### config.mk
export PLATFORM = sky130hd
export DESIGN_NAME = bitmap_region_allocator_top
export DESIGN_NICKNAME = d
export VERILOG_FILES = /design/src/hw/rtl/bra_pkg.sv /design/src/hw/rtl/bra_map_mem.sv /design/src/hw/rtl/bra_word_scan.sv /design/src/hw/rtl/bitmap_region_allocator_top.sv
export SDC_FILE = /design/constraint.sdc
export NUM_CORES = 2
export LEC_CHECK = 0
export BUFFER_PORTS_ARGS = -buffer_cell sky130_fd_sc_hd__buf_2
export CORE_UTILIZATION = 57
export DETAILED_ROUTE_END_ITERATION = 12
export PLACE_DENSITY = 0.85
export SYNTH_ARGS = -nofsm -noshare
export SYNTH_HDL_FRONTEND = slang
export SYNTH_SLANG_ARGS = --single-unit
### constraint.sdc
create_clock -name aclk -period 7.1 [get_ports aclk]
set_input_delay 1.42 -clock aclk [delete_from_list [all_inputs] [get_ports aclk]]
set_output_delay 1.42 -clock aclk [all_outputs]
set_load 0.02 [all_outputs]
### src/hw/rtl/bra_pkg.sv
`default_nettype none

package bra_pkg;

    localparam int MAP_BITS_DEF  = 1024;
    localparam int WORD_BITS_DEF = 64;

    localparam int ORDER_W = 4;
    localparam int POS_W   = 10;
    localparam int START_W = 10;

    localparam logic KIND_ALLOC   = 1'b0;
    localparam logic KIND_RELEASE = 1'b1;

    // per-word evaluation qualifiers
    typedef struct packed {
        logic first;
        logic last;
        logic narrow;
    } scan_ctl_t;

endpackage

`default_nettype wire

### src/hw/rtl/bra_map_mem.sv
`default_nettype none

module bra_map_mem
    import bra_pkg::*;
#(
    parameter int WORD_BITS = WORD_BITS_DEF,
    parameter int DEPTH     = MAP_BITS_DEF / WORD_BITS_DEF,
    parameter int AW        = 4
) (
    input  wire logic                 aclk,
    input  wire logic                 we,
    input  wire logic [AW-1:0]        waddr,
    input  wire logic [WORD_BITS-1:0] wdata,
    input  wire logic [AW-1:0]        raddr,
    output logic      [WORD_BITS-1:0] rdata
);

    logic [WORD_BITS-1:0] mem [DEPTH];

    always_ff @(posedge aclk) begin
        if (we) begin
            mem[waddr] <= wdata;
        end
    end

    always_ff @(posedge aclk) begin
        rdata <= mem[raddr];
    end

endmodule

`default_nettype wire

### src/hw/rtl/bra_word_scan.sv
`default_nettype none

module bra_word_scan
    import bra_pkg::*;
#(
    parameter int MAP_BITS  = MAP_BITS_DEF,
    parameter int WORD_BITS = WORD_BITS_DEF
) (
    input  wire logic [WORD_BITS-1:0]                 word,
    input  wire logic [((($clog2(MAP_BITS) > $clog2(WORD_BITS)) ?
                        ($clog2(MAP_BITS) - $clog2(WORD_BITS)) : 1))-1:0] ev_addr,
    input  wire logic [ORDER_W-1:0]                   order,
    input  wire logic [$clog2(WORD_BITS)-1:0]         b0,
    input  wire logic [((($clog2(MAP_BITS) > $clog2(WORD_BITS)) ?
                        ($clog2(MAP_BITS) - $clog2(WORD_BITS)) : 1))-1:0] wmask,
    input  wire scan_ctl_t                            ctl,
    input  wire logic                                 clean_in,
    output logic                                      hit,
    output logic                                      clean_out,
    output logic [$clog2(MAP_BITS)-1:0]               hit_pos
);

    localparam int LM = $clog2(MAP_BITS);
    localparam int LW = $clog2(WORD_BITS);

    logic [WORD_BITS-1:0] z [LW+1];
    logic [WORD_BITS-1:0] zsel;
    logic [WORD_BITS-1:0] cand;
    logic [LW-1:0]        amask;
    logic [LW-1:0]        idx;
    logic                 any;
    logic                 is_first;
    logic                 is_last;
    logic                 hit_large;

    // free flags per group of 2^k bits at each start bit, one level per order
    always_comb begin
        z[0] = ~word;
        for (int k = 1; k <= LW; k++) begin
            for (int i = 0; i < WORD_BITS; i++) begin
                if (i + (1 << (k - 1)) < WORD_BITS) begin
                    z[k][i] = z[k-1][i] & z[k-1][i + (1 << (k - 1))];
                end else begin
                    z[k][i] = 1'b0;
                end
            end
        end
    end

    always_comb begin
        zsel  = '0;
        amask = '0;
        for (int k = 0; k <= LW; k++) begin
            if (int'(order) == k) begin
                zsel  = z[k];
                amask = LW'((1 << k) - 1);
            end
        end
    end

    always_comb begin
        for (int i = 0; i < WORD_BITS; i++) begin
            cand[i] = zsel[i] && ((LW'(i) & amask) == '0)
                      && !(ctl.first && (LW'(i) < b0))
                      && !(ctl.last && (LW'(i) >= b0));
        end
    end

    always_comb begin
        idx = '0;
        any = 1'b0;
        for (int i = WORD_BITS - 1; i >= 0; i--) begin
            if (cand[i]) begin
                idx = LW'(i);
                any = 1'b1;
            end
        end
    end

    // multi-word regions
    assign is_first  = ((ev_addr & wmask) == '0);
    assign is_last   = ((ev_addr & wmask) == wmask);
    assign clean_out = (is_first | clean_in) & ~(|word);
    assign hit_large = is_last & clean_out;

    always_comb begin
        if (ctl.narrow) begin
            hit     = any;
            hit_pos = (LM'(ev_addr) << LW) | LM'(idx);
        end else begin
            hit     = hit_large;
            hit_pos = LM'(ev_addr & ~wmask) << LW;
        end
    end

endmodule

`default_nettype wire

### src/hw/rtl/bitmap_region_allocator_top.sv
`default_nettype none

// Allocate: a region within one word is found by a scan of the bitmap (one bitmap
// word read and tested per cycle), followed by one write-back.
// A region of W words is found by the same scan and then written one word per cycle.
// Release: a read and a write-back for regions within a word, one write per word otherwise.
// One transaction in flight; the next is taken once the result has been delivered.
// Reset (aresetn low, synchronous) starts a clearing pass over all MAP_WORDS words.
module bitmap_region_allocator_top
    import bra_pkg::*;
#(
    parameter int MAP_BITS  = MAP_BITS_DEF,
    parameter int WORD_BITS = WORD_BITS_DEF
) (
    input  wire logic               aclk,
    input  wire logic               aresetn,
    input  wire logic               s_valid,
    output logic                    s_ready,
    input  wire logic               s_kind,
    input  wire logic [ORDER_W-1:0] s_order,
    input  wire logic [POS_W-1:0]   s_position,
    input  wire logic [START_W-1:0] s_start_region,
    output logic                    m_valid,
    input  wire logic               m_ready,
    output logic                    m_found,
    output logic [POS_W-1:0]        m_region_position
);

    localparam int LM        = $clog2(MAP_BITS);
    localparam int LW        = $clog2(WORD_BITS);
    localparam int MAP_WORDS = MAP_BITS / WORD_BITS;
    localparam int WA        = (LM > LW) ? (LM - LW) : 1;
    localparam int CW        = $clog2(MAP_WORDS + 2);
    localparam int PW        = ((LM > POS_W) ? LM : POS_W) + 2;
    localparam logic [WA-1:0] WA_MASK = WA'(MAP_WORDS - 1);

    typedef enum logic [5:0] {
        ST_CLEAR = 6'b000001,
        ST_IDLE  = 6'b000010,
        ST_SCAN  = 6'b000100,
        ST_RDREL = 6'b001000,
        ST_WRITE = 6'b010000,
        ST_DONE  = 6'b100000
    } state_t;

    function automatic logic [WA-1:0] words_mask(input logic [ORDER_W-1:0] ord);
        int sh;
        sh = int'(ord) - LW;
        if (sh <= 0) begin
            return '0;
        end
        return WA'((64'd1 << sh) - 64'd1);
    endfunction

    state_t               state_reg,   state_next;
    logic                 ev_vld_reg,  ev_vld_next;
    logic [WA-1:0]        wr_addr_reg, wr_addr_next;
    logic                 rel_reg,     rel_next;
    logic [ORDER_W-1:0]   order_reg,   order_next;
    logic                 small_reg,   small_next;
    logic [LW-1:0]        b0_reg,      b0_next;
    logic [WA-1:0]        addr_reg,    addr_next;
    logic [CW-1:0]        iss_cnt_reg, iss_cnt_next;
    logic [WA-1:0]        ev_addr_reg, ev_addr_next;
    logic                 ev_first_reg, ev_first_next;
    logic                 ev_last_reg, ev_last_next;
    logic                 clean_reg,   clean_next;
    logic [WORD_BITS-1:0] word_reg,    word_next;
    logic [LW-1:0]        bit_off_reg, bit_off_next;
    logic [WA-1:0]        wr_cnt_reg,  wr_cnt_next;
    logic                 found_reg,   found_next;
    logic [POS_W-1:0]     pos_reg,     pos_next;

    logic                 mem_we;
    logic [WORD_BITS-1:0] mem_wdata;
    logic [WA-1:0]        mem_raddr;
    logic [WORD_BITS-1:0] rd_data;

    logic                 order_ok;
    logic                 in_small;
    logic [LM-1:0]        pos0;
    logic [PW-1:0]        rel_size;
    logic [PW-1:0]        rel_base;
    logic                 rel_fits;
    logic [WA-1:0]        wmask_cur;
    logic                 issuing;
    logic [WORD_BITS-1:0] fill_mask;
    logic [WORD_BITS-1:0] wr_src;

    scan_ctl_t            sc_ctl;
    logic                 sc_hit;
    logic                 sc_clean;
    logic [LM-1:0]        sc_pos;

    bra_map_mem #(
        .WORD_BITS (WORD_BITS),
        .DEPTH     (MAP_WORDS),
        .AW        (WA)
    ) u_map (
        .aclk  (aclk),
        .we    (mem_we),
        .waddr (wr_addr_reg),
        .wdata (mem_wdata),
        .raddr (mem_raddr),
        .rdata (rd_data)
    );

    assign sc_ctl = '{first: ev_first_reg, last: ev_last_reg, narrow: small_reg};

    bra_word_scan #(
        .MAP_BITS  (MAP_BITS),
        .WORD_BITS (WORD_BITS)
    ) u_scan (
        .word      (rd_data),
        .ev_addr   (ev_addr_reg),
        .order     (order_reg),
        .b0        (b0_reg),
        .wmask     (wmask_cur),
        .ctl       (sc_ctl),
        .clean_in  (clean_reg),
        .hit       (sc_hit),
        .clean_out (sc_clean),
        .hit_pos   (sc_pos)
    );

    assign s_ready           = (state_reg == ST_IDLE);
    assign m_valid           = (state_reg == ST_DONE);
    assign m_found           = found_reg;
    assign m_region_position = pos_reg;

    assign order_ok  = (int'(s_order) <= LM);
    assign in_small  = (int'(s_order) <= LW);
    assign pos0      = LM'(s_start_region) << s_order;
    assign rel_size  = PW'(1) << s_order;
    assign rel_base  = PW'(s_position) & ~(rel_size - PW'(1));
    assign rel_fits  = (rel_base + rel_size) <= PW'(MAP_BITS);
    assign wmask_cur = words_mask(order_reg);
    assign issuing   = (int'(iss_cnt_reg) <= MAP_WORDS);
    assign mem_raddr = (state_reg == ST_SCAN) ? addr_reg : wr_addr_reg;

    assign fill_mask = ~({WORD_BITS{1'b1}} << (1 << order_reg)) << bit_off_reg;
    assign wr_src    = rel_reg ? rd_data : word_reg;

    always_comb begin
        mem_we    = 1'b0;
        mem_wdata = '0;
        if (state_reg == ST_WRITE) begin
            mem_we = 1'b1;
            if (!small_reg) begin
                mem_wdata = {WORD_BITS{~rel_reg}};
            end else if (rel_reg) begin
                mem_wdata = wr_src & ~fill_mask;
            end else begin
                mem_wdata = wr_src | fill_mask;
            end
        end else if (state_reg == ST_CLEAR) begin
            mem_we = 1'b1;
        end
    end

    always_comb begin
        state_next    = state_reg;
        ev_vld_next   = 1'b0;
        wr_addr_next  = wr_addr_reg;
        rel_next      = rel_reg;
        order_next    = order_reg;
        small_next    = small_reg;
        b0_next       = b0_reg;
        addr_next     = addr_reg;
        iss_cnt_next  = iss_cnt_reg;
        ev_addr_next  = addr_reg;
        ev_first_next = 1'b0;
        ev_last_next  = 1'b0;
        clean_next    = clean_reg;
        word_next     = word_reg;
        bit_off_next  = bit_off_reg;
        wr_cnt_next   = wr_cnt_reg;
        found_next    = found_reg;
        pos_next      = pos_reg;

        case (state_reg)
            ST_CLEAR: begin
                wr_addr_next = (wr_addr_reg + WA'(1)) & WA_MASK;
                if (wr_addr_reg == WA_MASK) begin
                    state_next = ST_IDLE;
                end
            end
            ST_IDLE: begin
                if (s_valid) begin
                    rel_next   = (s_kind == KIND_RELEASE);
                    order_next = s_order;
                    small_next = in_small;
                    found_next = 1'b0;
                    pos_next   = '0;
                    if (!order_ok) begin
                        state_next = ST_DONE;
                    end else if (s_kind == KIND_ALLOC) begin
                        addr_next    = WA'(pos0 >> LW) & WA_MASK;
                        b0_next      = LW'(pos0);
                        iss_cnt_next = '0;
                        clean_next   = 1'b0;
                        state_next   = ST_SCAN;
                    end else if (rel_fits) begin
                        found_next   = 1'b1;
                        pos_next     = POS_W'(rel_base);
                        wr_addr_next = WA'(rel_base >> LW) & WA_MASK;
                        bit_off_next = LW'(rel_base);
                        wr_cnt_next  = words_mask(s_order);
                        state_next   = in_small ? ST_RDREL : ST_WRITE;
                    end else begin
                        state_next = ST_DONE;
                    end
                end
            end
            ST_SCAN: begin
                if (issuing) begin
                    addr_next    = (addr_reg + WA'(1)) & WA_MASK;
                    iss_cnt_next = iss_cnt_reg + CW'(1);
                end
                ev_vld_next   = issuing;
                ev_first_next = (iss_cnt_reg == '0);
                ev_last_next  = (int'(iss_cnt_reg) == MAP_WORDS);
                if (ev_vld_reg) begin
                    clean_next = sc_clean;
                    if (sc_hit) begin
                        ev_vld_next  = 1'b0;
                        found_next   = 1'b1;
                        pos_next     = POS_W'(sc_pos);
                        word_next    = rd_data;
                        bit_off_next = LW'(sc_pos);
                        wr_addr_next = WA'(sc_pos >> LW) & WA_MASK;
                        wr_cnt_next  = wmask_cur;
                        state_next   = ST_WRITE;
                    end else if (ev_last_reg) begin
                        ev_vld_next = 1'b0;
                        found_next  = 1'b0;
                        pos_next    = '0;
                        state_next  = ST_DONE;
                    end
                end
            end
            ST_RDREL: begin
                state_next = ST_WRITE;
            end
            ST_WRITE: begin
                if (wr_cnt_reg == '0) begin
                    state_next = ST_DONE;
                end else begin
                    wr_cnt_next  = wr_cnt_reg - WA'(1);
                    wr_addr_next = (wr_addr_reg + WA'(1)) & WA_MASK;
                end
            end
            ST_DONE: begin
                if (m_ready) begin
                    state_next = ST_IDLE;
                end
            end
            default: begin
                state_next = ST_CLEAR;
            end
        endcase
    end

    always_ff @(posedge aclk) begin
        if (!aresetn) begin
            state_reg   <= ST_CLEAR;
            ev_vld_reg  <= 1'b0;
            wr_addr_reg <= '0;
        end else begin
            state_reg   <= state_next;
            ev_vld_reg  <= ev_vld_next;
            wr_addr_reg <= wr_addr_next;
        end
    end

    always_ff @(posedge aclk) begin
        rel_reg      <= rel_next;
        order_reg    <= order_next;
        small_reg    <= small_next;
        b0_reg       <= b0_next;
        addr_reg     <= addr_next;
        iss_cnt_reg  <= iss_cnt_next;
        ev_addr_reg  <= ev_addr_next;
        ev_first_reg <= ev_first_next;
        ev_last_reg  <= ev_last_next;
        clean_reg    <= clean_next;
        word_reg     <= word_next;
        bit_off_reg  <= bit_off_next;
        wr_cnt_reg   <= wr_cnt_next;
        found_reg    <= found_next;
        pos_reg      <= pos_next;
    end

endmodule

`default_nettype wire
-- After elaboration in Yosys (flattened, before gate mapping)
Memory sizes are Yosys's and may differ from the RTL's. A register that Yosys moved wholly into a read port is not among the register bits.
Index checks and enable logic that the tools add are counted.
- multiplexer cells: 232
- reduce and logical (&&, ||, !) cells: 529
- multipliers: 0
- order comparisons: 134
- bitwise logic cells: 281
- equality and inequality tests: 28
- shifts and indexed selects: 7
- $add $sub $neg: 10
- divide/modulo/power cells: 0
- operator list (kind ; count):
    2-to-1 mux 64 bit ; 11
    2-to-1 mux 6 bit ; 85
    zero test 6 bit ; 63
    logical AND 1 bit ; 319
    bitwise AND 1 bit ; 266
    >= comparator 6 bit, first input constant ; 32
    < comparator 6 bit, first input constant ; 32
    inverter 64 bit ; 3
    zero test 1 bit ; 128
    >= comparator 5 x 6 -> 1 bit, first input constant ; 16
    < comparator 5 x 6 -> 1 bit, first input constant ; 16
    2-to-1 mux 4 bit ; 23
    2-to-1 mux 1 bit ; 91
    2-to-1 mux 10 bit ; 8
    bitwise AND 64 bit ; 1
    bitwise OR 64 bit ; 1
    OR reduction 64 bit ; 1
    left shift 1 x 32 -> 4 bit, first input constant ; 2
    left shift 64 x 32 -> 64 bit, first input constant ; 1
    left shift 64 x 6 -> 64 bit ; 1
    >= comparator 4 x 6 -> 1 bit, first input constant ; 8
    < comparator 4 x 6 -> 1 bit, first input constant ; 8
    case mux 6 bit (6 select lines) ; 1
    left shift 1 x 4 -> 32 bit, first input constant ; 1
    other kinds (60) ; 103
- bits in latches: 0
- input bits: 29
- output and inout port bits: 13
- bits in read-only memories: 0
- memory bits (writable): 1024
- memories: 1
- flip-flop bits (word level): 124
- memories (name ; words ; width ; read ports ; clocked after memory_dff ; write ports ; RTL line ; text):
    u_map.mem ; 16 ; 64 ; 1 ; 1 ; 1 ; bra_map_mem.sv:18 ; logic [WORD_BITS-1:0] mem [DEPTH];

-- Longest topological paths before layout
- depth after elaboration: 80
- mapped depth: 22
- mapped depth without buffers: 18

-- Modules after synthesis
Synthesis repeated with hierarchy kept, for this count alone.
- cells, all modules: 3405
- area, all modules: 52736.8 sq um
- by module, submodules not included (module ; instances ; cells an instance ; area an instance (sq um) ; sequential area each (sq um)):
    bra_map_mem ; 1 ; 1647 ; 39581.7 ; 32030.7
    bitmap_region_allocator_top ; 1 ; 1089 ; 9031.2 ; 3553.4
    bra_word_scan ; 1 ; 669 ; 4124.0 ; 0.0

-- Worst setup path before layout
No wires, ideal clock.
- path kind: reg2reg
- from: register order_reg[1]
- to: register word_reg[0] (enable)
- arrival time: 6.188 ns
- period minus slack after synthesis: 6.674 ns
- path buffers: 8
- library setup time: 0.486 ns
- cell stages (with the launch flop): 20
- path slack: 0.426 ns
- cells stage by stage: edfxtp_1 buf_2 buf_2 buf_2 buf_2 buf_2 a21o_1 clkbuf_1 buf_1 nand3_1 ha_1 inv_1 a21oi_1 a21oi_1 o21bai_1 a31oi_1 a41o_1 buf_4 or2_1 nor2_1
- word-level cells in the longest chain between the ends: 77
- elaborated cells between the ends (all ways): 352
- those cells by class: add/sub: 2; order compare: 1; eq/ne: 7; shift: 1; mux: 80; bitwise: 4; reduce/logical: 257
- RTL lines (element ; RTL line ; text):
    start: declaration ; bitmap_region_allocator_top.sv:59 ; logic [ORDER_W-1:0] order_reg, order_next;
    start signal: assignment ; bitmap_region_allocator_top.sv:278 ; order_reg <= order_next;
    == test 4 x 2 -> 1 bit or zero test 4 bit (tied branches) ; bra_word_scan.sv:54 ; if (int'(order) == k) begin
    2-to-1 mux 1 bit or 2-to-1 mux 64 bit (tied branches) ; bra_word_scan.sv:54 ;
    2-to-1 mux 6 bit or 2-to-1 mux 64 bit (tied branches) (5 in a row) ; bra_word_scan.sv:54 ;
    zero test 6 bit or 2-to-1 mux 64 bit (tied branches) ; bra_word_scan.sv:63, bra_word_scan.sv:54 ;
    logical AND 1 bit ; bra_word_scan.sv:63 ; cand[i] = zsel[i] && ((LW'(i) & amask) == '0)
    logical AND 1 bit ; bra_word_scan.sv:64 ; && !(ctl.first && (LW'(i) < b0))
    logical AND 1 bit ; bra_word_scan.sv:65 ; && !(ctl.last && (LW'(i) >= b0));
    2-to-1 mux 1 bit (64 in a row) ; bra_word_scan.sv:73 ; if (cand[i]) begin
    2-to-1 mux 1 bit * ; bra_word_scan.sv:87 ; if (ctl.narrow) begin
    AND reduction 3 bit (no source line) * ; - ;
    end signal: assignment ; bitmap_region_allocator_top.sv:287 ; word_reg <= word_next;
    end: declaration ; bitmap_region_allocator_top.sv:68 ; logic [WORD_BITS-1:0] word_reg, word_next;
Mark *: on every way between the ends. The rest lies on a longest branch, timed or not.
A chain may end at the register's enable or synchronous reset.

-- Worst setup path after layout
- from: input port s_order[1]
- to: register wr_cnt_reg[1] (enable)
- word-level cells in the longest chain between the ends: 8
- elaborated cells between the ends (all ways): 10
- those cells by class: add/sub: 2; order compare: 2; eq/ne: 2; shift: 1; bitwise: 2; reduce/logical: 1
- RTL lines (element ; RTL line ; text):
    start: declaration ; bitmap_region_allocator_top.sv:20 ; input wire logic [ORDER_W-1:0] s_order,
    left shift 1 x 4 -> 12 bit ; bitmap_region_allocator_top.sv:134 ; assign rel_size = PW'(1) << s_order;
    subtractor 12 x 1 -> 12 bit ; bitmap_region_allocator_top.sv:135 ; assign rel_base = PW'(s_position) & ~(rel_size - PW'(1));
    inverter 12 bit ; bitmap_region_allocator_top.sv:135 ;
    bitwise AND 10 x 12 -> 12 bit ; bitmap_region_allocator_top.sv:135 ;
    adder 12 bit ; bitmap_region_allocator_top.sv:136 ; assign rel_fits = (rel_base + rel_size) <= PW'(MAP_BITS);
    less-or-equal comparator 12 x 11 -> 1 bit ; bitmap_region_allocator_top.sv:136 ;
    inequality test 2 x 1 -> 1 bit (no source line) ; - ;
    AND reduction 8 bit (no source line) * ; - ;
    end signal: assignment ; bitmap_region_allocator_top.sv:289 ; wr_cnt_reg <= wr_cnt_next;
    end: declaration ; bitmap_region_allocator_top.sv:70 ; logic [WA-1:0] wr_cnt_reg, wr_cnt_next;
Marks and branches as above.

==> metrics.yaml <==
synthesis:
  synth_edf_count: 1131
  synth_top_area_share_pct: 61.88
  synth_top_family_by_area: "compound AO/OA/AOI/OAI gates"
  syn_avg_cell_area_um2: 11.86
  synthMuxAreaShare_pct: 0.9347
  ys_ff_latch: 1212
  syn_nets: 4678
  synth_adder_area_share_pct: 0.5152
  ys_seq_area_share_pct: 64.84
  synth-xor-area-share_pct: 0.2713
  synthTopCellsByArea: "edfxtp_1 (62%), a211oi_1 (4.9%), nand2_1 (4.6%), and2_1 (3.1%), dfxtp_1 (3.0%)"
  synthArstFlopShare_pct: 0
  post-synth-top-area-cell: "edfxtp_1"
  syn-cell-area_um2: 54880
  syn_inst: 4628
  synth_compound_area_share_pct: 17.78
  ys_types: 97
  ys.flop_type: "edfxtp_1"
  yosys.area_share.simple_pct: 12.45
  yosys_warnings: 0
timing:
  slew_viol_final: 0
  hold_viol: 0
  fin_crit_sh_pct: 83.42
  finClkSkew_ns: 0.05050
  fin_crit_ns: 5.923
  worst_pin_slew_ns: 1.258
  setup_ws_ns: 1.177
  rsz0062_at_grt: "no"
  max_freq_ghz: 0.1688
  finalSetupTns_ns: 0
  slew_headroom_pct: 16.10
  finalSetupViolations: 0
  hold_slack_ns: 0.4992
routing:
  dr.pass1.iters: 8
  vias_per_cell: 6.863
  drc: 0
  wl_per_cell_um: 27.03
  vias: 40320
  wl_um: 158800
  antenna_left: 0
  drtIter0Drc: 6142
power_and_ir_drop:
  comb_power_share_pct: 15.4
  leakage_uw: 0.02134
  netSwitchingFraction_pct: 29.95
  clkPwrFrac_pct: 34.0
  p_sw_uw: 5369
  seqPwrFrac_pct: 50.6
  p_total_uw: 17920
  power_density_nw_per_um2: 298.3
  p_int_uw: 12550
  vdd_drop_max_mv: 0.2380
critical_path:
  required_ns: 7.43
  max_stage_delay_ns: 0.48
  path_delay_family: "compound AO/OA/AOI/OAI gates"
  worst-setup-path-type: "in -> reg"
  cp_num_buf_inv: 3
  worst_path_max_delay_cell: "nor4b_2"
  setup.worst_path.start: "s_order[1]"
  rr_startpoint: "order_reg[2]"
  cp-start-kind: "input port"
  worstPathMaxFanout: 17
  crit_chain: "buf_2 -> nor4_1 -> buf_4 -> inv_1 -> ha_1 -> nor2_1 -> mux2_2 -> a31oi_1 -> ha_1 -> o21a_1 -> o21ai_0 -> nor2_1 -> a2111oi_2 -> nand4b_1 -> o41a_1 -> nor2b_4 -> nor2_1 -> nor4b_2"
  arrival_ns: 6.25
  crit_top_cell: "nor2_1"
  endpoint_kind: "flip-flop"
layout:
  area_delta_synth_final_pct: 9.482
  final_common_cell: "edfxtp_1"
  drive_gt1_share_pct: 8.655
  antenna_cells: 0
  final_cell_mix: "edfxtp_1 (1131), nand2_1 (676), a211oi_1 (359)"
  nets: 4560
  largest_register_ffs: 1024
global_route:
  busiest_layer: "met2"
  gr-total-overflow: 0
  grt_max_degree: 189
  grt_pass1_wl_um: 235200
  grtUsageTotal_pct: 31.81
  grtUsageMet2_pct: 49.44
  antenna_found_initial: 1
  grtUsageMet1_pct: 44.45
  use_met3_pct: 5.342
  grt_pass1_vias: 37680
clock_tree:
  cts_tree: "built"
  ctsHoldBuffers: 0
  clk_latency_ns: 0.73
  clockBufferDepth: 3
  root_buffer: "clkbuf_16"
  post_cts_buffers: 0
  cts_resized: 0
  clk_pin_slew_worst_paths_ns: 0.06
  cts_num_sinks: 1212
  numCtsBuffers: 113
  h-tree-depth: 3
place:
  detailed_place_hpwl_um: 92450
  preCtsSetupSlack_ns: 0.5350
  port_buffers: 41
  place_congestion: 1.032
die:
  die_y_um: 312.3
  initial_core_util_pct: 57.68
  fp.dieArea_um2: 97530
  die_w_um: 312.3
  row_count: 113
  ios: 42
  core_region_area_um2: 95150
min_path:
  min_from: "iss_cnt_reg[4]"
  hold_path_class: "reg -> reg"
run_status:
  status: "completed"
flow_run:
  maxCapViolations: 0
[cells in the mapped netlist, types with 14 or more instances]
cell      count
nand2b_1     21
nand4_1      21
edfxtp_1   1131
dfxtp_1      81
mux2i_1      40
o22ai_1      17
or3_1        19
ha_1         21
inv_1        67
a31oi_1     153
buf_2        54
a211oi_1    360
clkbuf_1    296
o211ai_1     27
a21oi_1     323
nand3_1      46
nor3_1       41
o21ai_0     170
nor2_1      209
nand2_1     677
buf_1        18
o31ai_1      60
and3_1       16
a21o_1       20
nor4_1       35
o21a_1       14
and2_1      272
a311oi_1    134
[worst paths after layout]
check	end	slack, ns	cells past startpoint
setup / recovery	wr_cnt_reg[1]	1.18	18
hold / removal	ev_first_reg	0.50	1
setup reg to reg	word_reg[52]	1.86	11
hold reg to reg	ev_first_reg	0.50	1
[layer usage]
layer / vias to the layer above / wire (µm)
met5: - / 0
met4: 0 / 6986
met3: 447 / 18380
met2: 2765 / 73130
met1: 19610 / 60320
li1: 17500 / -
[cell type report]
type | count | area, µm²
fill | 6745 | 35070
timing repair buffer | 141 | 1131
clock inverter | 55 | 550.5
inverter | 70 | 262.8
clock buffer | 160 | 3236
sequential | 1212 | 35580
tap | 1265 | 1583
multi-input combinational | 2972 | 17740
[through the flow]
| stage | instance area (µm²) | util (%) | instances |
|---|---|---|---|
| after global routing | 60090 | 63.15 | 5875 |
| after detailed placement | 56290 | 59.16 | 5659 |
| final | 60090 | 63.15 | 5875 |
| after floorplan | 54880 | - | 4628 |
| after global placement | 56290 | 59.16 | 5659 |
| after CTS | 60080 | 63.14 | 5874 |
[power groups by stage]
stage / clock (µW) / sequential [µW] / combinational (µW)
3_3_place_gp: 0 / 9130 / 2590
4_1_cts: 6130 / 9010 / 2700
6_report: 6100 / 9070 / 2750
5_1_grt: 6380 / 9050 / 2940
3_5_place_dp: 0 / 9150 / 2650
2_1_floorplan: 0 / 8770 / 1890
[logic make-up (layout without fill, tap and decap cells)]
group / Yosys count / count (layout)
flops: 1212 / 1212
compound gates: 1441 / 1441
mux: 50 / 50
xor+xnor: 17 / 17
simple gates: 1441 / 1441
buf+inv: 444 / 426
fa+ha+maj: 23 / 23
No activity file was read; power rests on OpenSTA's default activity.
